### src/design/stpe_pkg.sv
`default_nettype none

package stpe_pkg;

  // widths fixed by the word formats
  localparam int SAMPLE_W            = 24;
  localparam int PEAK_BITS           = 31;
  localparam int SAMPLE_BITS_DEFAULT = 24;

  localparam logic [PEAK_BITS-1:0] PEAK_MAX = {PEAK_BITS{1'b1}};

  // input word: one stereo pair
  typedef struct packed {
    logic signed [SAMPLE_W-1:0] left_sample;
    logic signed [SAMPLE_W-1:0] right_sample;
  } stpe_in_t;

  // output word: item peak and running peak
  typedef struct packed {
    logic [PEAK_BITS-1:0] item_peak_x128;
    logic [PEAK_BITS-1:0] running_peak_x128;
  } stpe_out_t;

  // stage load enables shared by both lanes
  typedef struct packed {
    logic ld_hist;
    logic ld_coef;
    logic ld_mag;
    logic ld_peak;
  } stpe_adv_t;

endpackage

`default_nettype wire

### src/design/stpe_lane.sv
`default_nettype none

module stpe_lane #(
  parameter int SampleBits = stpe_pkg::SAMPLE_BITS_DEFAULT
) (
  input  wire logic                           clk,
  input  wire logic                           rst,
  input  wire stpe_pkg::stpe_adv_t            adv,
  input  wire logic [stpe_pkg::SAMPLE_W-1:0]  sample,
  output logic      [stpe_pkg::PEAK_BITS-1:0] peak
);
  import stpe_pkg::*;

  // signed working width and magnitude width of the candidates
  localparam int W  = SampleBits + 9;
  localparam int MW = SampleBits + 8;

  logic signed [SampleBits-1:0] snew;
  logic signed [SampleBits-1:0] hist [4];
  logic signed [W-1:0]          hw   [4];
  logic signed [W-1:0]          x_c, y_c, z_c, b_c;
  logic signed [W-1:0]          x, y, z, b;
  logic signed [W-1:0]          v1, v2, v3;
  logic        [MW-1:0]         mag_c [4];
  logic        [MW-1:0]         mag   [4];
  logic        [MW-1:0]         max01, max23, mx;
  logic        [PEAK_BITS-1:0]  peak_c;

  function automatic logic [MW-1:0] abs_val(input logic signed [W-1:0] v);
    logic signed [W-1:0] n;
    n = -v;
    return v[W-1] ? MW'(n) : MW'(v);
  endfunction

  // take the low sample bits as two's complement; wider settings zero-extend the sample word
  generate
    if (SampleBits <= SAMPLE_W) begin : g_narrow
      assign snew = sample[SampleBits-1:0];
    end else begin : g_wide
      assign snew = SampleBits'(sample);
    end
  endgenerate

  // four-sample history, newest in hist[3]
  always_ff @(posedge clk) begin
    if (rst) begin
      for (int i = 0; i < 4; i++) hist[i] <= '0;
    end else if (adv.ld_hist) begin
      hist[0] <= hist[1];
      hist[1] <= hist[2];
      hist[2] <= hist[3];
      hist[3] <= snew;
    end
  end

  // polynomial coefficients
  always_comb begin
    for (int i = 0; i < 4; i++) hw[i] = W'(hist[i]);
    x_c = hw[2] - hw[0];
    y_c = (hw[0] <<< 1) - (hw[1] <<< 2) - hw[1] + (hw[2] <<< 2) - hw[3];
    z_c = (hw[1] <<< 1) + hw[1] - (hw[2] <<< 1) - hw[2] + hw[3] - hw[0];
    b_c = hw[1] <<< 7;
  end

  always_ff @(posedge clk) begin
    if (adv.ld_coef) begin
      x <= x_c;
      y <= y_c;
      z <= z_c;
      b <= b_c;
    end
  end

  // interpolants at quarter, half and three-quarter points
  always_comb begin
    v1 = b + (x <<< 4) + (y <<< 2) + z;
    v2 = b + (x <<< 5) + (y <<< 4) + (z <<< 3);
    v3 = b + (x <<< 5) + (x <<< 4) + (y <<< 5) + (y <<< 2)
           + (z <<< 4) + (z <<< 3) + (z <<< 1) + z;
    mag_c[0] = abs_val(b);
    mag_c[1] = abs_val(v1);
    mag_c[2] = abs_val(v2);
    mag_c[3] = abs_val(v3);
  end

  always_ff @(posedge clk) begin
    if (adv.ld_mag) begin
      for (int i = 0; i < 4; i++) mag[i] <= mag_c[i];
    end
  end

  // largest candidate of this channel
  always_comb begin
    max01 = (mag[1] > mag[0]) ? mag[1] : mag[0];
    max23 = (mag[3] > mag[2]) ? mag[3] : mag[2];
    mx    = (max23 > max01) ? max23 : max01;
  end

  // clamp to the output width when the samples are wide
  generate
    if (MW > PEAK_BITS) begin : g_sat
      assign peak_c = (mx > MW'(PEAK_MAX)) ? PEAK_MAX : PEAK_BITS'(mx);
    end else begin : g_nosat
      assign peak_c = PEAK_BITS'(mx);
    end
  endgenerate

  always_ff @(posedge clk) begin
    if (adv.ld_peak) begin
      peak <= peak_c;
    end
  end

endmodule

`default_nettype wire

### src/design/stpe_merge.sv
`default_nettype none

module stpe_merge (
  input  wire logic                           clk,
  input  wire logic                           rst,
  input  wire logic                           ld_out,
  input  wire logic [stpe_pkg::PEAK_BITS-1:0] left_peak,
  input  wire logic [stpe_pkg::PEAK_BITS-1:0] right_peak,
  output logic      [stpe_pkg::PEAK_BITS-1:0] item_peak,
  output logic      [stpe_pkg::PEAK_BITS-1:0] running_peak
);
  import stpe_pkg::*;

  logic [PEAK_BITS-1:0] item_c;
  logic [PEAK_BITS-1:0] hold_next;

  // larger of the two channels, then the running maximum
  always_comb begin
    item_c    = (right_peak > left_peak) ? right_peak : left_peak;
    hold_next = (item_c > running_peak) ? item_c : running_peak;
  end

  always_ff @(posedge clk) begin
    if (ld_out) begin
      item_peak <= item_c;
    end
  end

  always_ff @(posedge clk) begin
    if (rst) begin
      running_peak <= '0;
    end else if (ld_out) begin
      running_peak <= hold_next;
    end
  end

endmodule

`default_nettype wire

### src/design/stereo_true_peak_estimator.sv
// channel   direction  handshake                 word
// sample    in         sample_valid/sample_stall stpe_in_t  (left, right)
// peak      out        peak_valid/peak_stall     stpe_out_t (item, running)
//
// One word per cycle sustained while the output is not stalled; a result passes
// through history, coefficients, magnitudes, lane max and merge after its sample word is accepted.
// Each stage holds its own valid bit, so bubbles close up under a stall and
// the input keeps being taken while a finished result waits, as long as a stage is free.
// Synchronous reset clears the histories, the running peak and all valid bits.
`default_nettype none

module stereo_true_peak_estimator #(
  parameter int SampleBits = stpe_pkg::SAMPLE_BITS_DEFAULT
) (
  input  wire logic                clk,
  input  wire logic                rst,
  input  wire logic                sample_valid,
  output logic                     sample_stall,
  input  wire stpe_pkg::stpe_in_t  sample_word,
  output logic                     peak_valid,
  input  wire logic                peak_stall,
  output stpe_pkg::stpe_out_t      peak_word
);
  import stpe_pkg::*;

  // valid bits of history, coefficient, magnitude, lane peak and output stages
  logic [4:0] vld;
  logic [4:0] vld_next;
  logic [4:0] moving;
  logic [4:0] free;
  logic       ld_out;
  stpe_adv_t  adv;

  logic [PEAK_BITS-1:0] left_peak, right_peak;
  logic [PEAK_BITS-1:0] item_peak, running_peak;

  // stage advance chain, from the output backward
  always_comb begin
    moving[4] = vld[4] && !peak_stall;
    free[4]   = !vld[4] || moving[4];
    for (int i = 3; i >= 0; i--) begin
      moving[i] = vld[i] && free[i+1];
      free[i]   = !vld[i] || moving[i];
    end
    adv.ld_hist = sample_valid && free[0];
    adv.ld_coef = vld[0] && free[1];
    adv.ld_mag  = vld[1] && free[2];
    adv.ld_peak = vld[2] && free[3];
    ld_out      = vld[3] && free[4];
    vld_next[0] = adv.ld_hist || (vld[0] && !moving[0]);
    vld_next[1] = adv.ld_coef || (vld[1] && !moving[1]);
    vld_next[2] = adv.ld_mag  || (vld[2] && !moving[2]);
    vld_next[3] = adv.ld_peak || (vld[3] && !moving[3]);
    vld_next[4] = ld_out      || (vld[4] && !moving[4]);
  end

  always_ff @(posedge clk) begin
    if (rst) begin
      vld <= '0;
    end else begin
      vld <= vld_next;
    end
  end

  // one lane per channel
  stpe_lane #(
    .SampleBits(SampleBits)
  ) u_left (
    .clk   (clk),
    .rst   (rst),
    .adv   (adv),
    .sample(sample_word.left_sample),
    .peak  (left_peak)
  );

  stpe_lane #(
    .SampleBits(SampleBits)
  ) u_right (
    .clk   (clk),
    .rst   (rst),
    .adv   (adv),
    .sample(sample_word.right_sample),
    .peak  (right_peak)
  );

  // combine lanes and keep the running peak
  stpe_merge u_merge (
    .clk         (clk),
    .rst         (rst),
    .ld_out      (ld_out),
    .left_peak   (left_peak),
    .right_peak  (right_peak),
    .item_peak   (item_peak),
    .running_peak(running_peak)
  );

  // ports
  always_comb begin
    sample_stall                = !free[0];
    peak_valid                  = vld[4];
    peak_word.item_peak_x128    = item_peak;
    peak_word.running_peak_x128 = running_peak;
  end

endmodule

`default_nettype wire

### config.mk
export PLATFORM = sky130hd
export DESIGN_NAME = stereo_true_peak_estimator
export DESIGN_NICKNAME = d
export VERILOG_FILES = /design/src/design/stpe_pkg.sv /design/src/design/stpe_lane.sv /design/src/design/stpe_merge.sv /design/src/design/stereo_true_peak_estimator.sv
export SDC_FILE = /design/constraint.sdc
export NUM_CORES = 2
export LEC_CHECK = 0
export ABC_AREA = 1
export BUFFER_PORTS_ARGS = -buffer_cell sky130_fd_sc_hd__buf_4
export CAP_MARGIN = 20
export CELL_PAD_IN_SITES_DETAIL_PLACEMENT = 0
export CELL_PAD_IN_SITES_GLOBAL_PLACEMENT = 2
export CORE_ASPECT_RATIO = 1.75
export CORE_MARGIN = 1
export CORE_UTILIZATION = 35
export DETAILED_ROUTE_END_ITERATION = 10
export GPL_TIMING_DRIVEN = 0
export PLACE_DENSITY = 0.74
export SLEW_MARGIN = 20
export SYNTH_ARGS = -nofsm -noshare
export SYNTH_HDL_FRONTEND = slang
export SYNTH_HIERARCHICAL = 1
export SYNTH_SLANG_ARGS = --single-unit
### constraint.sdc
create_clock -name clk -period 11.7 [get_ports clk]
set_input_delay 1.17 -clock clk [delete_from_list [all_inputs] [get_ports clk]]
set_output_delay 1.17 -clock clk [all_outputs]
set_load 0.01 [all_outputs]
---- Word level (Yosys, flattened, before mapping) ----
Memories as Yosys holds them, arrays and structs flattened.
Cells that the tools add are included.
word-level totals
  register bits after elaboration ......... 355
  bits in writable memories ............... 448
  bits of input ports ..................... 52
  output and inout port bits .............. 64
  word-level logic and storage cells ...... 153
  memories ................................ 4
operators by class
  $add $sub $neg .......................... 54
  order comparisons ....................... 10
  muxes and demuxes ....................... 30
  bitwise operators ....................... 8
  reduce and logical (&&, ||, !) cells .... 34
memories
  name          words  width  rd ports  clocked after memory_dff  wr ports  RTL line         source
  u_left.mag    4      32     4         0                         4         stpe_lane.sv:25  logic [MW-1:0] mag [4];
  u_right.mag   4      32     4         0                         4         stpe_lane.sv:25
  u_left.hist   4      24     4         0                         4         stpe_lane.sv:19  logic signed [SampleBits-1:0] hist [4];
  u_right.hist  4      24     4         0                         4         stpe_lane.sv:19
operators by type and width
  kind                                                                               number
  33-bit adder                                                                       18
  32-bit 2-to-1 mux                                                                  14
  32-bit greater-than comparator                                                     6
  24-bit 2-to-1 mux                                                                  8
  32-bit negator                                                                     6
  33-bit by 24-bit subtractor with 33-bit output                                     4
  32-bit by 29-bit adder with 33-bit output                                          2
  32-bit by 33-bit adder with 33-bit output                                          2
  33-bit by 24-bit adder with 33-bit output                                          2
  31-bit by 29-bit adder with 32-bit output                                          2
  31-bit by 30-bit adder with 32-bit output                                          2
  32-bit by 31-bit greater-than comparator with 1-bit output, second input constant  2
  31-bit negator with 32-bit output                                                  2
  31-bit by 26-bit adder with 31-bit output                                          2
  31-bit greater-than comparator                                                     2
  31-bit by 24-bit subtractor with 31-bit output                                     2
  27-bit by 24-bit subtractor with 28-bit output                                     2
  25-bit by 26-bit subtractor with 27-bit output                                     2
  26-bit by 25-bit subtractor with 27-bit output                                     2
  25-bit by 24-bit adder with 26-bit output                                          2
  24-bit by 24-bit subtractor with 25-bit output                                     2
  31-bit 2-to-1 mux                                                                  1
  1-bit zero test                                                                    12
  1-bit logical AND                                                                  11
  other kinds (4)                                                                    26

---- Longest topological paths before layout ----
  word-level depth ........................ 16
  depth in mapped cells ................... 38
  depth with buffers taken out ............ 38

---- Modules after synthesis ----
The synthesis kept the hierarchy.
by module, submodules not included
  module                      times used  cells each  area an instance (µm²)  seq. area each (µm²)
  stpe_lane (u_right)         1           5056        40744.1                 10570.1
  stpe_lane (u_left)          1           4977        40407.5                 10570.1
  stpe_merge                  1           602         4372.9                  1551.5
  stereo_true_peak_estimator  1           30          212.7                   100.1

---- Least setup slack after synthesis ----
No wires, ideal clock.
  kind .................................... input-to-reg
  start ................................... in peak_stall
  end ..................................... reg u_left.b[10], enable pin
  setup time .............................. 0.868 ns
  arrival ................................. 11.739 ns
  required time ........................... 10.832 ns
  path slack .............................. -0.907 ns
  stages .................................. 3
  path buffers ............................ 0
  cells stage by stage .................... nand3_2 nor2_2 a21oi_1
RTL lines
  what                    RTL line                          source
  start: declaration      stereo_true_peak_estimator.sv:21  input wire logic peak_stall,
  end signal: assignment  stpe_lane.sv:70                   b <= b_c;
  end: declaration        stpe_lane.sv:22                   logic signed [W-1:0] x, y, z, b;

==> impl_metrics.tcl <==
set metrics [dict create \
    numClockSinks 771 \
    die_width_um 376 \
    finalSetupViolations 0 \
    cts_tree "done" \
    port_buffers 115 \
    path_buf_inv 5 \
    max_cap_viol_count 0 \
    arrival_ns 9.94 \
    ys_warn_count 6 \
    num-nets-final 12400 \
    synth-adder-area-share_pct 29.2 \
    wl_per_cell_um 24.7 \
    grt_pass1_vias 73900 \
    mostFrequentLayoutCell "nand2_1" \
    drc 0 \
    dr.pass1.iters 6 \
    ys_async_sr_fraction_pct 0 \
    grt_overflow_total 0 \
    worstPathRequired_ns 12.15 \
    clock_path_buffers 3 \
    synth_top_family_by_area "adder cells" \
    regArea_sq_um 22800 \
    drt-met1-wl_um 104000 \
    area_growth_pct 9.99 \
    grt.total_usage_pct 28.4 \
    crit_path_frequent_cell "nand2_1" \
    final_cell_mix "nand2_1 (2,814), inv_1 (2,238), fa_1 (841)" \
    grt_antenna_before_repair 16 \
    crit_type "reg2reg" \
    critPathLaunchType "flip-flop" \
    finalCriticalPeriod_ns 9.50 \
    finish.instance_area_sq_um 94300 \
    root_buffer "clkbuf_16" \
    num_io_pins 116 \
    num_rows 240 \
    die-area_sq_um 247000 \
    place_congestion 0.991 \
    placed_area_sq_um 91300 \
    start_util_pct 35.2 \
    rsz0062_at_grt "false" \
    yosys.cell_types.count 71 \
    routed_wirelength_um 352000 \
    drv_slew 0 \
    fillers 25600 \
    wl_met2_um 200000 \
    cp_max_fo 10 \
    clock_latency_ns 0.75 \
    fin_cells 14200 \
    grt_pass1_wl_um 498000 \
    dp_slack_ns 2.71 \
    synth-simple-area-share_pct 23.6 \
    critPathMaxStageDelay_ns 0.68 \
    syn-instance-count 10700 \
    synth_xor_area_share_pct 4.26 \
    drive_above_1_share_pct 5.36 \
    crit_path_top_delay_cell "inv_1" \
    top_layer "met5" \
    cts_buffers 84 \
    synth_compound_gate_area_share_pct 5.69 \
    drtIter0Drc 3326 \
    muxShareOfSynthArea_pct 0 \
    synthesis.area_sq_um 85700 \
    route.vias.total 69800 \
    cts_setup_buffers 0 \
    syn-num-nets 12200 \
    core_area_sq_um 244000 \
    cp-end-kind "flip-flop" \
    hold_class "reg2reg" \
    dp_cells 14100 \
    syn_area_per_cell_sq_um 8.04 \
    slew_headroom_pct 19.9 \
    multiInputGateArea_sq_um 53900 \
    critPathTopFamily "simple AND/OR/NAND/NOR gates" \
    grt_max_degree 59 \
    path_clk_slew_ns 0.06 \
    max_freq_mhz 105 \
    finClkSkew_ns 0.0393 \
    fin_setup_tns_ns 0 \
    ys_seq_area_share_pct 26.6 \
    fin_ws_ns 2.20 \
    dr_wl_met3_um 7710 \
    fin_crit_sh_pct 81.2 \
    cts_resized 0 \
    post-dp-hpwl_um 312000 \
    finalHoldViolations 0 \
    synth-edff-count 735 \
    ys_ff_latch 771 \
    ant_nets 0 \
    vias_per_cell 4.91 \
    die_y_um 657 \
    synthFlopType "edfxtp_1" \
    holdBufCountCts 0 \
    status "finished clean" \
    tightest_slew_ns 1.19 \
    h-tree-depth 3 \
]
## state kept, by name, summed over array words and instances (netlist names), 31 cells and up
| register | cells |
|---|---|
| u_left/mag | 116 |
| u_right/mag | 116 |
| u_left/hist | 96 |
| u_right/hist | 96 |
| u_left/peak | 31 |
| u_merge/item_peak | 31 |
| u_merge/running_peak | 31 |
| u_right/peak | 31 |
## area by class of cell
class                           instances  share of cell area (%)
Clock buffer                          101                    2.38
Tap cell                             3267                    4.33
Timing Repair Buffer                  141                    1.54
Sequential cell                       771                    24.2
Buffer                                112                   0.641
Clock inverter                         54                   0.746
Antenna cell                            6                  0.0159
Inverter                             2266                    9.03
Multi-Input combinational cell       7516                    57.1
## synth_stat cells, types with 58 or more instances
library cell  number  area (sq um)
edfxtp_1         735         22100
xnor2_1          120          1050
xor2_1           268          2350
nor2_1           782          2940
and2_1            64           400
a21oi_1          483          2420
nor3_1            84           420
nand2_1         2814         10600
nor2_2            58           363
fa_1             841         16800
nand4_1          227          1420
inv_1           2239          8400
nand3_1          483          2420
nand3b_1          60           450
ha_1             658          8230
o21ai_0          193           966
## worst paths after layout
| check | end | from | cells after the start | slack (ns) |
|---|---|---|---|---|
| worst min register to register | u_left/b[30] | u_left/hist[1][23] | 0 | 0.52 |
| worst max register to register | u_left/mag[3][19] | u_left/b[23] | 28 | 2.20 |
| worst max-delay path | u_left/mag[3][19] | u_left/b[23] | 28 | 2.20 |
| worst min-delay path | u_left/b[30] | u_left/hist[1][23] | 0 | 0.52 |
## metal layers
layer / vias to the layer above / GRT usage, %
li1: 33900 / -
met5: - / 0
met2: 1385 / 57.2
met1: 33800 / 23.3
met4: 6 / 26.6
met3: 796 / 2.48
## through the flow
step	hold WS [ns]	util, %
6_report	0.515	38.7
3_3_place_gp	0.490	37.2
5_1_grt	0.536	38.7
2_1_floorplan	0.457	-
4_1_cts	0.515	38.7
3_5_place_dp	0.503	37.5
## cell families (layout without fill, tap and decap cells)
logic type,Yosys count,after routing
AOI/OAI and AO/OA,878,878
xor gates and xnor gates,402,402
adders and majority gates,1499,1499
buffers and inverters,2378,2674
DFF,771,771
other,2,8
and+or+nand+nor,4735,4735
Power is not shown: default switching activity piles up to over one toggle a cycle in this logic, so the estimate is an artifact.
